--- src/sbmq_pkg.sv ---
`default_nettype none

package sbmq_pkg;

  // default sizing of the shared store
  localparam int unsigned ENTRIES_DEF = 16;
  localparam int unsigned QUEUES_DEF  = 4;

  // fixed field widths
  localparam int unsigned DATA_W = 32;
  localparam int unsigned QID_W  = 2;

  // operation codes
  localparam logic OP_ENQ = 1'b0;
  localparam logic OP_DEQ = 1'b1;

  // result status codes
  typedef enum logic [1:0] {
    ST_OK        = 2'd0,
    ST_OVERFLOW  = 2'd1,
    ST_UNDERFLOW = 2'd2
  } status_e;

endpackage

`default_nettype wire

--- src/sbmq_entry_store.sv ---
`default_nettype none

module sbmq_entry_store #(
  parameter int unsigned ENTRIES = sbmq_pkg::ENTRIES_DEF
) (
  input  wire logic                             clk_i,
  input  wire logic                             rst_ni,
  // link port
  input  wire logic                             link_rd_en_i,
  input  wire logic [$clog2(ENTRIES+1)-1:0]     link_rd_addr_i,
  output logic      [$clog2(ENTRIES+1)-1:0]     link_rd_data_o,
  input  wire logic                             link_we_i,
  input  wire logic [$clog2(ENTRIES+1)-1:0]     link_wr_addr_i,
  input  wire logic [$clog2(ENTRIES+1)-1:0]     link_wr_data_i,
  // data port
  input  wire logic                             data_rd_en_i,
  input  wire logic [$clog2(ENTRIES+1)-1:0]     data_rd_addr_i,
  output logic      [sbmq_pkg::DATA_W-1:0]      data_rd_data_o,
  input  wire logic                             data_we_i,
  input  wire logic [$clog2(ENTRIES+1)-1:0]     data_wr_addr_i,
  input  wire logic [sbmq_pkg::DATA_W-1:0]      data_wr_data_i
);

  import sbmq_pkg::*;

  localparam int unsigned AW = $clog2(ENTRIES);
  localparam int unsigned PW = $clog2(ENTRIES + 1);

  logic [DATA_W-1:0] data_mem [ENTRIES];
  logic [PW-1:0]     link_mem [ENTRIES];

  logic [DATA_W-1:0] data_rd_q;
  logic [PW-1:0]     link_rd_q;
  logic [PW-1:0]     link_addr_q;
  logic              link_fresh_q;
  logic [PW-1:0]     fill_q;

  // word memory
  always_ff @(posedge clk_i) begin
    if (data_we_i) begin
      data_mem[data_wr_addr_i[AW-1:0]] <= data_wr_data_i;
    end
    if (data_rd_en_i) begin
      data_rd_q <= data_mem[data_rd_addr_i[AW-1:0]];
    end
  end

  // link memory, read side remembers whether the entry is still untouched
  always_ff @(posedge clk_i) begin
    if (link_we_i) begin
      link_mem[link_wr_addr_i[AW-1:0]] <= link_wr_data_i;
    end
    if (link_rd_en_i) begin
      link_rd_q    <= link_mem[link_rd_addr_i[AW-1:0]];
      link_addr_q  <= link_rd_addr_i;
      link_fresh_q <= (link_rd_addr_i >= fill_q);
    end
  end

  // entries at or above the fill mark were never allocated since reset
  always_ff @(posedge clk_i or negedge rst_ni) begin
    if (!rst_ni) begin
      fill_q <= '0;
    end else if (data_we_i && (data_wr_addr_i >= fill_q)) begin
      fill_q <= PW'(data_wr_addr_i + 1'b1);
    end
  end

  // untouched entries still link to their successor, the last one to null
  assign link_rd_data_o = link_fresh_q ? PW'(link_addr_q + 1'b1) : link_rd_q;
  assign data_rd_data_o = data_rd_q;

endmodule

`default_nettype wire

--- src/sbmq_queue_table.sv ---
`default_nettype none

module sbmq_queue_table #(
  parameter int unsigned ENTRIES = sbmq_pkg::ENTRIES_DEF,
  parameter int unsigned QUEUES  = sbmq_pkg::QUEUES_DEF
) (
  input  wire logic                                          clk_i,
  input  wire logic                                          rst_ni,
  input  wire logic                                          rd_en_i,
  input  wire logic [((QUEUES > 1) ? $clog2(QUEUES) : 1)-1:0] rd_addr_i,
  output logic      [$clog2(ENTRIES+1)-1:0]                  rd_head_o,
  output logic      [$clog2(ENTRIES+1)-1:0]                  rd_tail_o,
  input  wire logic                                          we_i,
  input  wire logic [((QUEUES > 1) ? $clog2(QUEUES) : 1)-1:0] wr_addr_i,
  input  wire logic [$clog2(ENTRIES+1)-1:0]                  wr_head_i,
  input  wire logic [$clog2(ENTRIES+1)-1:0]                  wr_tail_i
);

  import sbmq_pkg::*;

  localparam int unsigned PW  = $clog2(ENTRIES + 1);
  localparam logic [PW-1:0] NIL = PW'(ENTRIES);

  logic [2*PW-1:0] ptr_mem [QUEUES];
  logic [2*PW-1:0] ptr_rd_q;
  logic            vld_rd_q;
  logic [QUEUES-1:0] valid_q;

  // head and tail pointers per queue
  always_ff @(posedge clk_i) begin
    if (we_i) begin
      ptr_mem[wr_addr_i] <= {wr_head_i, wr_tail_i};
    end
    if (rd_en_i) begin
      ptr_rd_q <= ptr_mem[rd_addr_i];
      vld_rd_q <= valid_q[rd_addr_i];
    end
  end

  // a queue that was never written since reset reads as empty
  always_ff @(posedge clk_i or negedge rst_ni) begin
    if (!rst_ni) begin
      valid_q <= '0;
    end else if (we_i) begin
      valid_q[wr_addr_i] <= 1'b1;
    end
  end

  assign rd_head_o = vld_rd_q ? ptr_rd_q[2*PW-1:PW] : NIL;
  assign rd_tail_o = vld_rd_q ? ptr_rd_q[PW-1:0]    : NIL;

endmodule

`default_nettype wire

--- src/shared_buffer_multi_queue_unit.sv ---
// Several FIFO queues share one store of ENTRIES words, each queue a linked list with head
// and tail pointers and the unused entries on a linked free list. Pulse start_i while busy_o
// is low to issue one enqueue or dequeue; exactly one result beat follows on done_o, held for
// one cycle, and it must be taken then. busy_o stays high until the write-back is done, since
// the queue pointer table and the link and word memories each have a registered read, and a
// dequeue reads the table first and then the entry at its head before it writes back.
// Overflow, underflow and an out-of-range queue_id_i change nothing.
// No clearing pass follows reset; the block accepts work as soon as reset is released.
`default_nettype none

module shared_buffer_multi_queue_unit #(
  parameter int unsigned ENTRIES = sbmq_pkg::ENTRIES_DEF,
  parameter int unsigned QUEUES  = sbmq_pkg::QUEUES_DEF
) (
  input  wire logic                                clk_i,
  input  wire logic                                rst_ni,
  input  wire logic                                start_i,
  output logic                                     busy_o,
  input  wire logic                                operation_i,
  input  wire logic [sbmq_pkg::QID_W-1:0]          queue_id_i,
  input  wire logic signed [sbmq_pkg::DATA_W-1:0]  data_in_i,
  output logic                                     done_o,
  output logic      [1:0]                          status_o,
  output logic signed [sbmq_pkg::DATA_W-1:0]       data_out_o
);

  import sbmq_pkg::*;

  localparam int unsigned PW  = $clog2(ENTRIES + 1);
  localparam int unsigned QIW = (QUEUES > 1) ? $clog2(QUEUES) : 1;
  localparam int unsigned QCW = ($clog2(QUEUES + 1) > QID_W) ? $clog2(QUEUES + 1) : QID_W;
  localparam logic [PW-1:0] NIL = PW'(ENTRIES);

  typedef enum logic [1:0] {
    S_IDLE,
    S_ENQ,
    S_DEQ_RD,
    S_DEQ_WR
  } state_e;

  state_e            state_q, state_d;
  logic [PW-1:0]     free_head_q, free_head_d;
  logic [QIW-1:0]    qidx_q;
  logic              in_range_q;
  logic [DATA_W-1:0] word_q;
  logic              done_q, done_d;
  status_e           status_q, status_d;
  logic [DATA_W-1:0] dout_q, dout_d;

  logic              accept;
  logic [QCW-1:0]    qid_ext;
  logic              qid_in_range;
  logic [QIW-1:0]    qidx_in;

  // memory controls
  logic              qt_rd_en, qt_we;
  logic [PW-1:0]     qt_head, qt_tail, qt_wr_head, qt_wr_tail;
  logic              link_rd_en, link_we;
  logic [PW-1:0]     link_rd_addr, link_rd_data, link_wr_addr, link_wr_data;
  logic              data_rd_en, data_we;
  logic [DATA_W-1:0] data_rd_data;

  assign accept       = start_i && (state_q == S_IDLE);
  assign qid_ext      = QCW'(queue_id_i);
  assign qid_in_range = (qid_ext < QCW'(QUEUES));
  assign qidx_in      = qid_ext[QIW-1:0];

  sbmq_queue_table #(
    .ENTRIES (ENTRIES),
    .QUEUES  (QUEUES)
  ) u_queue_table (
    .clk_i     (clk_i),
    .rst_ni    (rst_ni),
    .rd_en_i   (qt_rd_en),
    .rd_addr_i (qidx_in),
    .rd_head_o (qt_head),
    .rd_tail_o (qt_tail),
    .we_i      (qt_we),
    .wr_addr_i (qidx_q),
    .wr_head_i (qt_wr_head),
    .wr_tail_i (qt_wr_tail)
  );

  sbmq_entry_store #(
    .ENTRIES (ENTRIES)
  ) u_entry_store (
    .clk_i          (clk_i),
    .rst_ni         (rst_ni),
    .link_rd_en_i   (link_rd_en),
    .link_rd_addr_i (link_rd_addr),
    .link_rd_data_o (link_rd_data),
    .link_we_i      (link_we),
    .link_wr_addr_i (link_wr_addr),
    .link_wr_data_i (link_wr_data),
    .data_rd_en_i   (data_rd_en),
    .data_rd_addr_i (qt_head),
    .data_rd_data_o (data_rd_data),
    .data_we_i      (data_we),
    .data_wr_addr_i (free_head_q),
    .data_wr_data_i (word_q)
  );

  // sequencer: reads, then the write-back of pointers and links
  always_comb begin
    state_d      = state_q;
    free_head_d  = free_head_q;
    done_d       = 1'b0;
    status_d     = ST_OK;
    dout_d       = '0;
    qt_rd_en     = 1'b0;
    qt_we        = 1'b0;
    qt_wr_head   = qt_head;
    qt_wr_tail   = qt_tail;
    link_rd_en   = 1'b0;
    link_rd_addr = free_head_q;
    link_we      = 1'b0;
    link_wr_addr = qt_tail;
    link_wr_data = free_head_q;
    data_rd_en   = 1'b0;
    data_we      = 1'b0;

    unique case (state_q)
      S_IDLE: begin
        if (start_i) begin
          // fetch the queue pointers and the free head's successor
          qt_rd_en   = 1'b1;
          link_rd_en = 1'b1;
          state_d    = (operation_i == OP_DEQ) ? S_DEQ_RD : S_ENQ;
        end
      end
      S_ENQ: begin
        state_d = S_IDLE;
        done_d  = 1'b1;
        if (in_range_q) begin
          if (free_head_q == NIL) begin
            status_d = ST_OVERFLOW;
          end else begin
            // take the free head and append it behind the tail
            free_head_d = link_rd_data;
            data_we     = 1'b1;
            qt_we       = 1'b1;
            qt_wr_tail  = free_head_q;
            if (qt_head == NIL) begin
              qt_wr_head = free_head_q;
            end else begin
              link_we      = 1'b1;
              link_wr_addr = qt_tail;
              link_wr_data = free_head_q;
            end
          end
        end
      end
      S_DEQ_RD: begin
        if (!in_range_q) begin
          state_d = S_IDLE;
          done_d  = 1'b1;
        end else if (qt_head == NIL) begin
          state_d  = S_IDLE;
          done_d   = 1'b1;
          status_d = ST_UNDERFLOW;
        end else begin
          // fetch word and successor of the head entry
          link_rd_en   = 1'b1;
          link_rd_addr = qt_head;
          data_rd_en   = 1'b1;
          state_d      = S_DEQ_WR;
        end
      end
      S_DEQ_WR: begin
        state_d = S_IDLE;
        done_d  = 1'b1;
        dout_d  = data_rd_data;
        // unlink the head, a single entry leaves the queue empty
        qt_we = 1'b1;
        if (qt_head == qt_tail) begin
          qt_wr_head = NIL;
          qt_wr_tail = NIL;
        end else begin
          qt_wr_head = link_rd_data;
          qt_wr_tail = qt_tail;
        end
        // push the entry back onto the free list
        link_we      = 1'b1;
        link_wr_addr = qt_head;
        link_wr_data = free_head_q;
        free_head_d  = qt_head;
      end
    endcase
  end

  // state, captured command and result beat
  always_ff @(posedge clk_i or negedge rst_ni) begin
    if (!rst_ni) begin
      state_q     <= S_IDLE;
      free_head_q <= '0;
      qidx_q      <= '0;
      in_range_q  <= 1'b0;
      word_q      <= '0;
      done_q      <= 1'b0;
      status_q    <= ST_OK;
      dout_q      <= '0;
    end else begin
      state_q     <= state_d;
      free_head_q <= free_head_d;
      done_q      <= done_d;
      status_q    <= status_d;
      dout_q      <= dout_d;
      if (accept) begin
        qidx_q     <= qidx_in;
        in_range_q <= qid_in_range;
        word_q     <= data_in_i;
      end
    end
  end

  assign busy_o     = (state_q != S_IDLE);
  assign done_o     = done_q;
  assign status_o   = status_q;
  assign data_out_o = dout_q;

endmodule

`default_nettype wire
--- config.mk ---
export PLATFORM = sky130hd
export DESIGN_NAME = shared_buffer_multi_queue_unit
export DESIGN_NICKNAME = d
export VERILOG_FILES = /design/src/sbmq_pkg.sv /design/src/sbmq_entry_store.sv /design/src/sbmq_queue_table.sv /design/src/shared_buffer_multi_queue_unit.sv
export SDC_FILE = /design/constraint.sdc
export NUM_CORES = 1
export LEC_CHECK = 0
export BUFFER_PORTS_ARGS = -buffer_cell sky130_fd_sc_hd__buf_2
export CORE_ASPECT_RATIO = 1.4
export CORE_MARGIN = 2
export CORE_UTILIZATION = 35
export CTS_CLUSTER_DIAMETER = 30
export DETAILED_ROUTE_END_ITERATION = 7
export HOLD_SLACK_MARGIN = 0.03
export PLACE_DENSITY_LB_ADDON = 0.15
export SYNTH_ARGS = -nofsm -noshare
export SYNTH_HDL_FRONTEND = slang
export SYNTH_SLANG_ARGS = --single-unit
--- constraint.sdc ---
create_clock -name clk_i -period 6.29 [get_ports clk_i]
set_input_delay 0.629 -clock clk_i [delete_from_list [all_inputs] [get_ports clk_i]]
set_output_delay 0.629 -clock clk_i [all_outputs]
set_load 0.01 [all_outputs]
# Word level (Yosys, flattened, before mapping)
# Memory sizes are Yosys's and may differ from the RTL's. A register that Yosys moved wholly into a read port is not among the register bits.
# Index checks and enable logic that the tools add are counted.
[classes] n_lt_le_gt_ge=6 reduce_logical=8 eq_ne=9 n_mux=55 n_addsub=2 bitwise_logic=1
[ops] operator="two-way mux 5 bit" count=14
[ops] operator="two-way mux 32 bit" count=1
[ops] operator="case mux 5 bit (2 select lines)" count=3
[ops] operator="two-way mux 1 bit" count=22
[ops] operator="two-way mux 2 bit" count=6
[ops] operator="adder 5 x 1 -> 5 bit, second input constant" count=2
[ops] operator="equality test 5 bit, second input constant" count=2
[ops] operator=">= comparator 5 bit" count=2
[ops] operator="less-than comparator 2 x 3 -> 1 bit, second input constant" count=3
[ops] operator="case mux 1 bit (2 select lines)" count=4
[ops] operator="!= test 2 bit, second input constant" count=3
[ops] operator="case mux 2 bit (3 select lines)" count=1
[ops] operator="equality test 5 bit" count=1
[ops] operator="equality test 2 bit, second input constant" count=2
[ops] operator="two-way mux 4 bit" count=1
[ops] operator="OR 4 bit" count=1
[ops] operator="case mux 2 bit (2 select lines)" count=1
[ops] operator="nonzero test 2 bit" count=2
[ops] operator="logical AND 1 bit" count=3
[ops] operator="AND reduction 3 bit" count=1
[ops] operator="binary-select mux 1 bit (select 2 bit)" count=1
[ops] operator="demux 1 bit (select 2 bit)" count=1
[ops] operator="equality test 2 x 1 -> 1 bit, second input constant" count=1
[ops] operator=">= comparator 2 x 1 -> 1 bit, second input constant" count=1
[ops] operator="2 further kinds" count=2
[word_totals] mem_bits_rw=632 inputBits=38 word_cells=97 memories=3 ff_bits=93
[mem_list] memory="u_entry_store.data_mem" words=16 word_bits=32 read_ports=1 rd_clocked_by_memory_dff=1 wr=1 line="sbmq_entry_store.sv:29" source="logic [DATA_W-1:0] data_mem [ENTRIES];"
[mem_list] memory="u_entry_store.link_mem" words=16 word_bits=5 read_ports=1 rd_clocked_by_memory_dff=1 wr=1 line="sbmq_entry_store.sv:30" source="logic [PW-1:0] link_mem [ENTRIES];"
[mem_list] memory="u_queue_table.ptr_mem" words=4 word_bits=10 read_ports=1 rd_clocked_by_memory_dff=1 wr=1 line="sbmq_queue_table.sv:24" source="logic [2*PW-1:0] ptr_mem [QUEUES];"

# Depth between registers and ports, before layout
[depth] word_depth=8 depth_mapped=15 ltp_nobuf=13

# Cells and area by module
# From an unflattened synthesis, not the netlist that was laid out.
[hier_totals] hier_cells=1408 hier_area_um2=29533.3
[modules_own_cells] module="sbmq_entry_store" seq_area_each_um2=19193.4 cells_per_inst=1065 area_each_um2=24223.2 n_inst=1
[modules_own_cells] module="shared_buffer_multi_queue_unit" seq_area_each_um2=1926.8 cells_per_inst=256 area_each_um2=3291.9 n_inst=1
[modules_own_cells] module="sbmq_queue_table" seq_area_each_um2=1631.6 cells_per_inst=87 area_each_um2=2018.2 n_inst=1

# Worst setup path before layout
# OpenSTA, ideal clock, no wires.
[synth_timing] path_kind="register to register" start="register free_head_q[1]" end="memory u_entry_store.data_mem[7][0], enable pin" t_required_ns=5.898 path_stages_with_launch=8 t_arrival_ns=2.802 setup_slack_ns=3.096 n_path_buf=2 path_cell_list="dfrtp_1 buf_2 inv_1 ha_1 and4bb_2 nor2_1 clkbuf_1 and3_1"
[synth_via] elab_chain_cells=6
[synth_rtl] item="from (decl)" line="shared_buffer_multi_queue_unit.sv:42" source="logic [PW-1:0] free_head_q, free_head_d;"
[synth_rtl] item="from (signal assigned)" line="shared_buffer_multi_queue_unit.sv:204" source="free_head_q <= free_head_d;"
[synth_rtl] item="equality test 5 bit" line="shared_buffer_multi_queue_unit.sv:135" source="if (free_head_q == NIL) begin"
[synth_rtl] item="two-way mux 1 bit" line="shared_buffer_multi_queue_unit.sv:135"
[synth_rtl] item="two-way mux 1 bit" line="shared_buffer_multi_queue_unit.sv:134" source="if (in_range_q) begin"
[synth_rtl] item="two-way mux 1 bit" line="shared_buffer_multi_queue_unit.sv:122" source="unique case (state_q)"
[synth_rtl] item="two-way mux 1 bit" line="sbmq_entry_store.sv:40" source="if (data_we_i) begin"
[synth_rtl] item="two-way mux 1 bit (not written as such)" line="sbmq_entry_store.sv:41" source="data_mem[data_wr_addr_i[AW-1:0]] <= data_wr_data_i;"
[synth_rtl] item="to (decl)" line="sbmq_entry_store.sv:29"
# Parallel ways exist; a longest one is shown, timed or not.

# Worst setup path in the final report
[layout_timing] start="register state_q[0]" end="register u_entry_store.link_fresh_q, data pin"
[layout_via] elab_chain_cells=3
[layout_rtl] item="from (decl)" line="shared_buffer_multi_queue_unit.sv:41" source="state_e state_q, state_d;"
[layout_rtl] item="from (signal assigned)" line="shared_buffer_multi_queue_unit.sv:203" source="state_q <= state_d;"
[layout_rtl] item="equality test 2 bit" line="shared_buffer_multi_queue_unit.sv:122"
[layout_rtl] item="two-way mux 5 bit" line="shared_buffer_multi_queue_unit.sv:122"
[layout_rtl] item=">= comparator 5 bit" line="sbmq_entry_store.sv:56" source="link_fresh_q <= (link_rd_addr_i >= fill_q);"
[layout_rtl] item="to (signal assigned)" line="sbmq_entry_store.sv:56"
[layout_rtl] item="to (decl)" line="sbmq_entry_store.sv:35" source="logic link_fresh_q;"
# No other way between the ends.
# A chain may end at the register's enable or synchronous reset.

==> results.json <==
{
  "result_of_the_run": "finished, final reports clean",
  "critical_setup_path_kind": "reg -> reg",
  "clock_insertion_delay_worst_skew_ns": 0.71,
  "crit_chain": "inv_1 -> ha_1 -> and2_1 -> a31oi_2 -> nor2_2 -> inv_2 -> ha_1 -> nand2b_1 -> a21o_1 -> a21oi_1 -> nor2b_1 -> o21ai_0 -> nand2b_1",
  "post_synth_mux_area_share_pct": 7.97,
  "dp.cells": 3064,
  "irDropWorstVdd_mv": 0.280,
  "worst-path-max-fanout": 21,
  "cts-root-to-sink-buffers": 3,
  "synth_compound_gate_area_share_pct": 9.14,
  "detail_route.first_pass.iterations": 5,
  "hold_path_startpoint": "data_in_i[28]",
  "period_needed_ns": 3.50,
  "arrival_ns": 3.95,
  "cts_inserted_buffers": 134,
  "synth-warning-count": 0,
  "number_of_flops_mapped_to_enable_cells_by_yosys": 686,
  "design.die.area_mm2": 0.0901,
  "synth_adder_area_share_pct": 0.775,
  "synth_most_common_cell": "sky130_fd_sc_hd__edfxtp_1",
  "synth.ff_latch_count": 772,
  "ys_seq_area_share_pct": 74.1,
  "r2r_start": "state_q[0]",
  "globalRouteOverflowTotal": 0,
  "ys_top_cells_by_area": "sky130_fd_sc_hd__edfxtp_1 (67%), sky130_fd_sc_hd__dfrtp_1 (7.0%), sky130_fd_sc_hd__mux2_2 (3.7%)",
  "area_growth_syn_to_layout_pct": 20.8,
  "cell_pwr_density_mw_per_mm2": 497,
  "post_layout_nonfiller_instances": 3315,
  "worst_setup_path_startpoint": "state_q[0]",
  "drcViolationCount": 0,
  "portBuffers": 73,
  "post_synth_num_cell_types": 66,
  "timing.critical_path.to_type": "flop",
  "final_setup_skew_ns": 0.0261,
  "cts.htree.levels": 4,
  "antennaDiodeCount": 0,
  "place_hpwl_um": 42900,
  "core_mm2": 0.0870,
  "cts_sinks": 772,
  "floorplan.io_pins": 74,
  "unrepaired_setup_endpoints_after_global_routing": "no",
  "die_y_um": 354,
  "worst_setup_hold_path_clk_slew_ns": 0.06,
  "initialDrtViolationCount": 1343,
  "timing_hold_violations_final": 0,
  "post_synth_and_or_nand_nor_area_fraction_pct": 5.67,
  "grt_first_pass_wirelength_um": 117000,
  "critical_path_required_ns": 6.74,
  "fin_setup_tns_ns": 0,
  "grt_antenna_before_repair": 2,
  "routed_via_density": 5.16,
  "vias": 17100,
  "synthDominantCellAreaShare_pct": 67.1,
  "worst_hold_path_type": "in -> reg",
  "finalMaxSlewViolations": 0,
  "avgRoutedWirePerCell_um": 23.8,
  "drive_gt1_share_pct": 23.3,
  "initial_utilization_pct": 35.3,
  "drv_cap": 0,
  "cts_setup_buffers": 0,
  "share_of_the_synthesized_netlist_area_taken_by_xor_and_xnor_gates_pct": 0.314,
  "achievable-frequency_mhz": 285,
  "die_x_um": 254,
  "synth.cells.most_frequent": "sky130_fd_sc_hd__edfxtp_1 (686), sky130_fd_sc_hd__a21oi_1 (151), sky130_fd_sc_hd__mux2i_1 (107)",
  "tightest_slew_ns": 1.13,
  "finish.net_count": 2089,
  "cp_slowest_cell": "sky130_fd_sc_hd__nor2_2",
  "critical_path.max_stage_delay_ns": 0.49,
  "ant_nets": 0,
  "place_congestion": 0.851,
  "global_route.usage.total_pct": 17.7,
  "post-synth-top-area-cell": "sky130_fd_sc_hd__edfxtp_1",
  "setup_viol": 0,
  "synth_area_per_inst_um2": 16.2,
  "tritoncts": "done",
  "startpoint_type": "flop",
  "slew_headroom_pct": 24.5,
  "combinational_family_with_the_most_area_after_synthesis": "compound AO/OA/AOI/OAI gates",
  "post_synth_instance_area_mm2": 0.0307,
  "synth-main-ff-cell": "sky130_fd_sc_hd__edfxtp_1",
  "layout_worst_path_cycle_share_pct": 55.7,
  "rows": 128,
  "grt_start_max_net_pins": 145,
  "via_count_of_the_first_global_routing_pass": 17800,
  "postSynth.asyncResetShare_pct": 11.1,
  "cts_root_buf": "sky130_fd_sc_hd__clkbuf_16",
  "finalWirelength_um": 78900,
  "mappedNetlistNets": 1956,
  "synthesis.instances": 1899,
  "static-leakage-power_nw": 13.0
}
kinds of logic after synthesis:
family | count (synthesis)
compound gates | 410
xor+xnor | 11
fa+ha+maj | 19
buf+inv | 139
flops | 772
mux | 218
simple gates | 330
per-layer routing:
metal / global-route usage (%) / share of wire [%] / wire [µm]
met1: 21.2 / 41 / 32400
met2: 31.5 / 53 / 41400
met3: 3.66 / 4.1 / 3200
met4: 5.66 / 2.4 / 1870
met5: 0 / 0 / 0
what timing repair did:
item	in CTS	in global routing
hold endpoints to repair	38	0
resized for setup	0	0
hold buffers	1	0
per-stage QoR:
step           util (%)  cell area, µm²  hold slack (ns)  power (mW)  setup slack (ns)
2_1_floorplan         -           30700            0.333        9.68              3.10
3_3_place_gp       37.2           32400            0.440        11.1              2.83
3_5_place_dp       37.2           32400            0.444        11.2              2.79
4_1_cts            42.6           37100           0.0878        18.6              2.76
5_1_grt            42.7           37100            0.102        19.2              2.45
6_report           42.7           37100            0.144        18.4              2.79
state kept, by name, indices dropped and copies added, names as in the netlist:
signal and count:
qidx_q 2, u_queue_table.ptr_rd_q 10, u_entry_store.data_rd_data_o 32, in_range_q 1, state_q 2, u_queue_table.vld_rd_q 1
u_entry_store.link_mem 80, u_entry_store.link_addr_q 5, u_entry_store.fill_q 5, u_entry_store.data_mem 512, u_entry_store.link_fresh_q 1, u_entry_store.link_rd_q 5
done_o 1, u_queue_table.valid_q 4, free_head_q 5, word_q 32, data_out_o 32, status_o 2
u_queue_table.ptr_mem 40
path summary, 6_finish.rpt:
path                                         endpoint  slack (ns)  cells after the start
setup / recovery           u_entry_store.link_fresh_q        2.79                     13
hold / removal                             word_q[28]        0.14                      2
setup reg to reg           u_entry_store.link_fresh_q        2.79                     13
hold reg to reg                        data_out_o[21]        0.45                      1
max in group asynchronous              data_out_o[26]        4.45                      3
min in group asynchronous              data_out_o[24]        0.46                      2
report_power, final:
part	total (mW)	leakage, nW	switching [mW]	internal, mW
logic	3.40	3.50	2.24	1.16
registers	7.62	7.27	0.680	6.94
clock network	7.41	2.24	2.57	4.85
cell type report:
type                       count  area, µm²
fill                        7734      49900
sequential                   772      22800
multi-input combinational    988       7420
clock buffer                 152       3560
tap                         1170       1460
clock inverter                97       1130
timing repair buffer         114        691
inverter                      22       82.6
critical path, delay by kind of cell, from the launching register on:
| family | cells | cell delay (ns) |
|---|---|---|
| simple gates | 5 | 1.08 |
| fa+ha+maj | 2 | 0.70 |
| buf+inv | 2 | 0.40 |
| compound gates | 4 | 0.65 |
| flops | 1 | 0.41 |
layout by cell type, fill, tap and decap left out, types with 11 or more instances in the layout:
cell type / count
sky130_fd_sc_hd__a211oi_1: 73
sky130_fd_sc_hd__a21oi_1: 151
sky130_fd_sc_hd__a221o_1: 64
sky130_fd_sc_hd__and2_1: 36
sky130_fd_sc_hd__and3_2: 16
sky130_fd_sc_hd__buf_2: 72
sky130_fd_sc_hd__buf_4: 40
sky130_fd_sc_hd__bufinv_16: 18
sky130_fd_sc_hd__clkbuf_16: 139
sky130_fd_sc_hd__clkinv_1: 13
sky130_fd_sc_hd__clkinv_2: 16
sky130_fd_sc_hd__clkinvlp_4: 19
sky130_fd_sc_hd__dfrtp_1: 86
sky130_fd_sc_hd__edfxtp_1: 686
sky130_fd_sc_hd__ha_1: 18
sky130_fd_sc_hd__inv_1: 18
sky130_fd_sc_hd__inv_6: 16
sky130_fd_sc_hd__mux2_2: 100
sky130_fd_sc_hd__mux2i_1: 107
sky130_fd_sc_hd__mux4_2: 11
sky130_fd_sc_hd__nand2_1: 76
sky130_fd_sc_hd__nand3_1: 16
sky130_fd_sc_hd__nor2_1: 38
sky130_fd_sc_hd__nor2b_1: 69
sky130_fd_sc_hd__nor3_1: 37
sky130_fd_sc_hd__o21ai_0: 44
sky130_fd_sc_hd__o22ai_1: 14
Power figures use the tool's default switching activity.
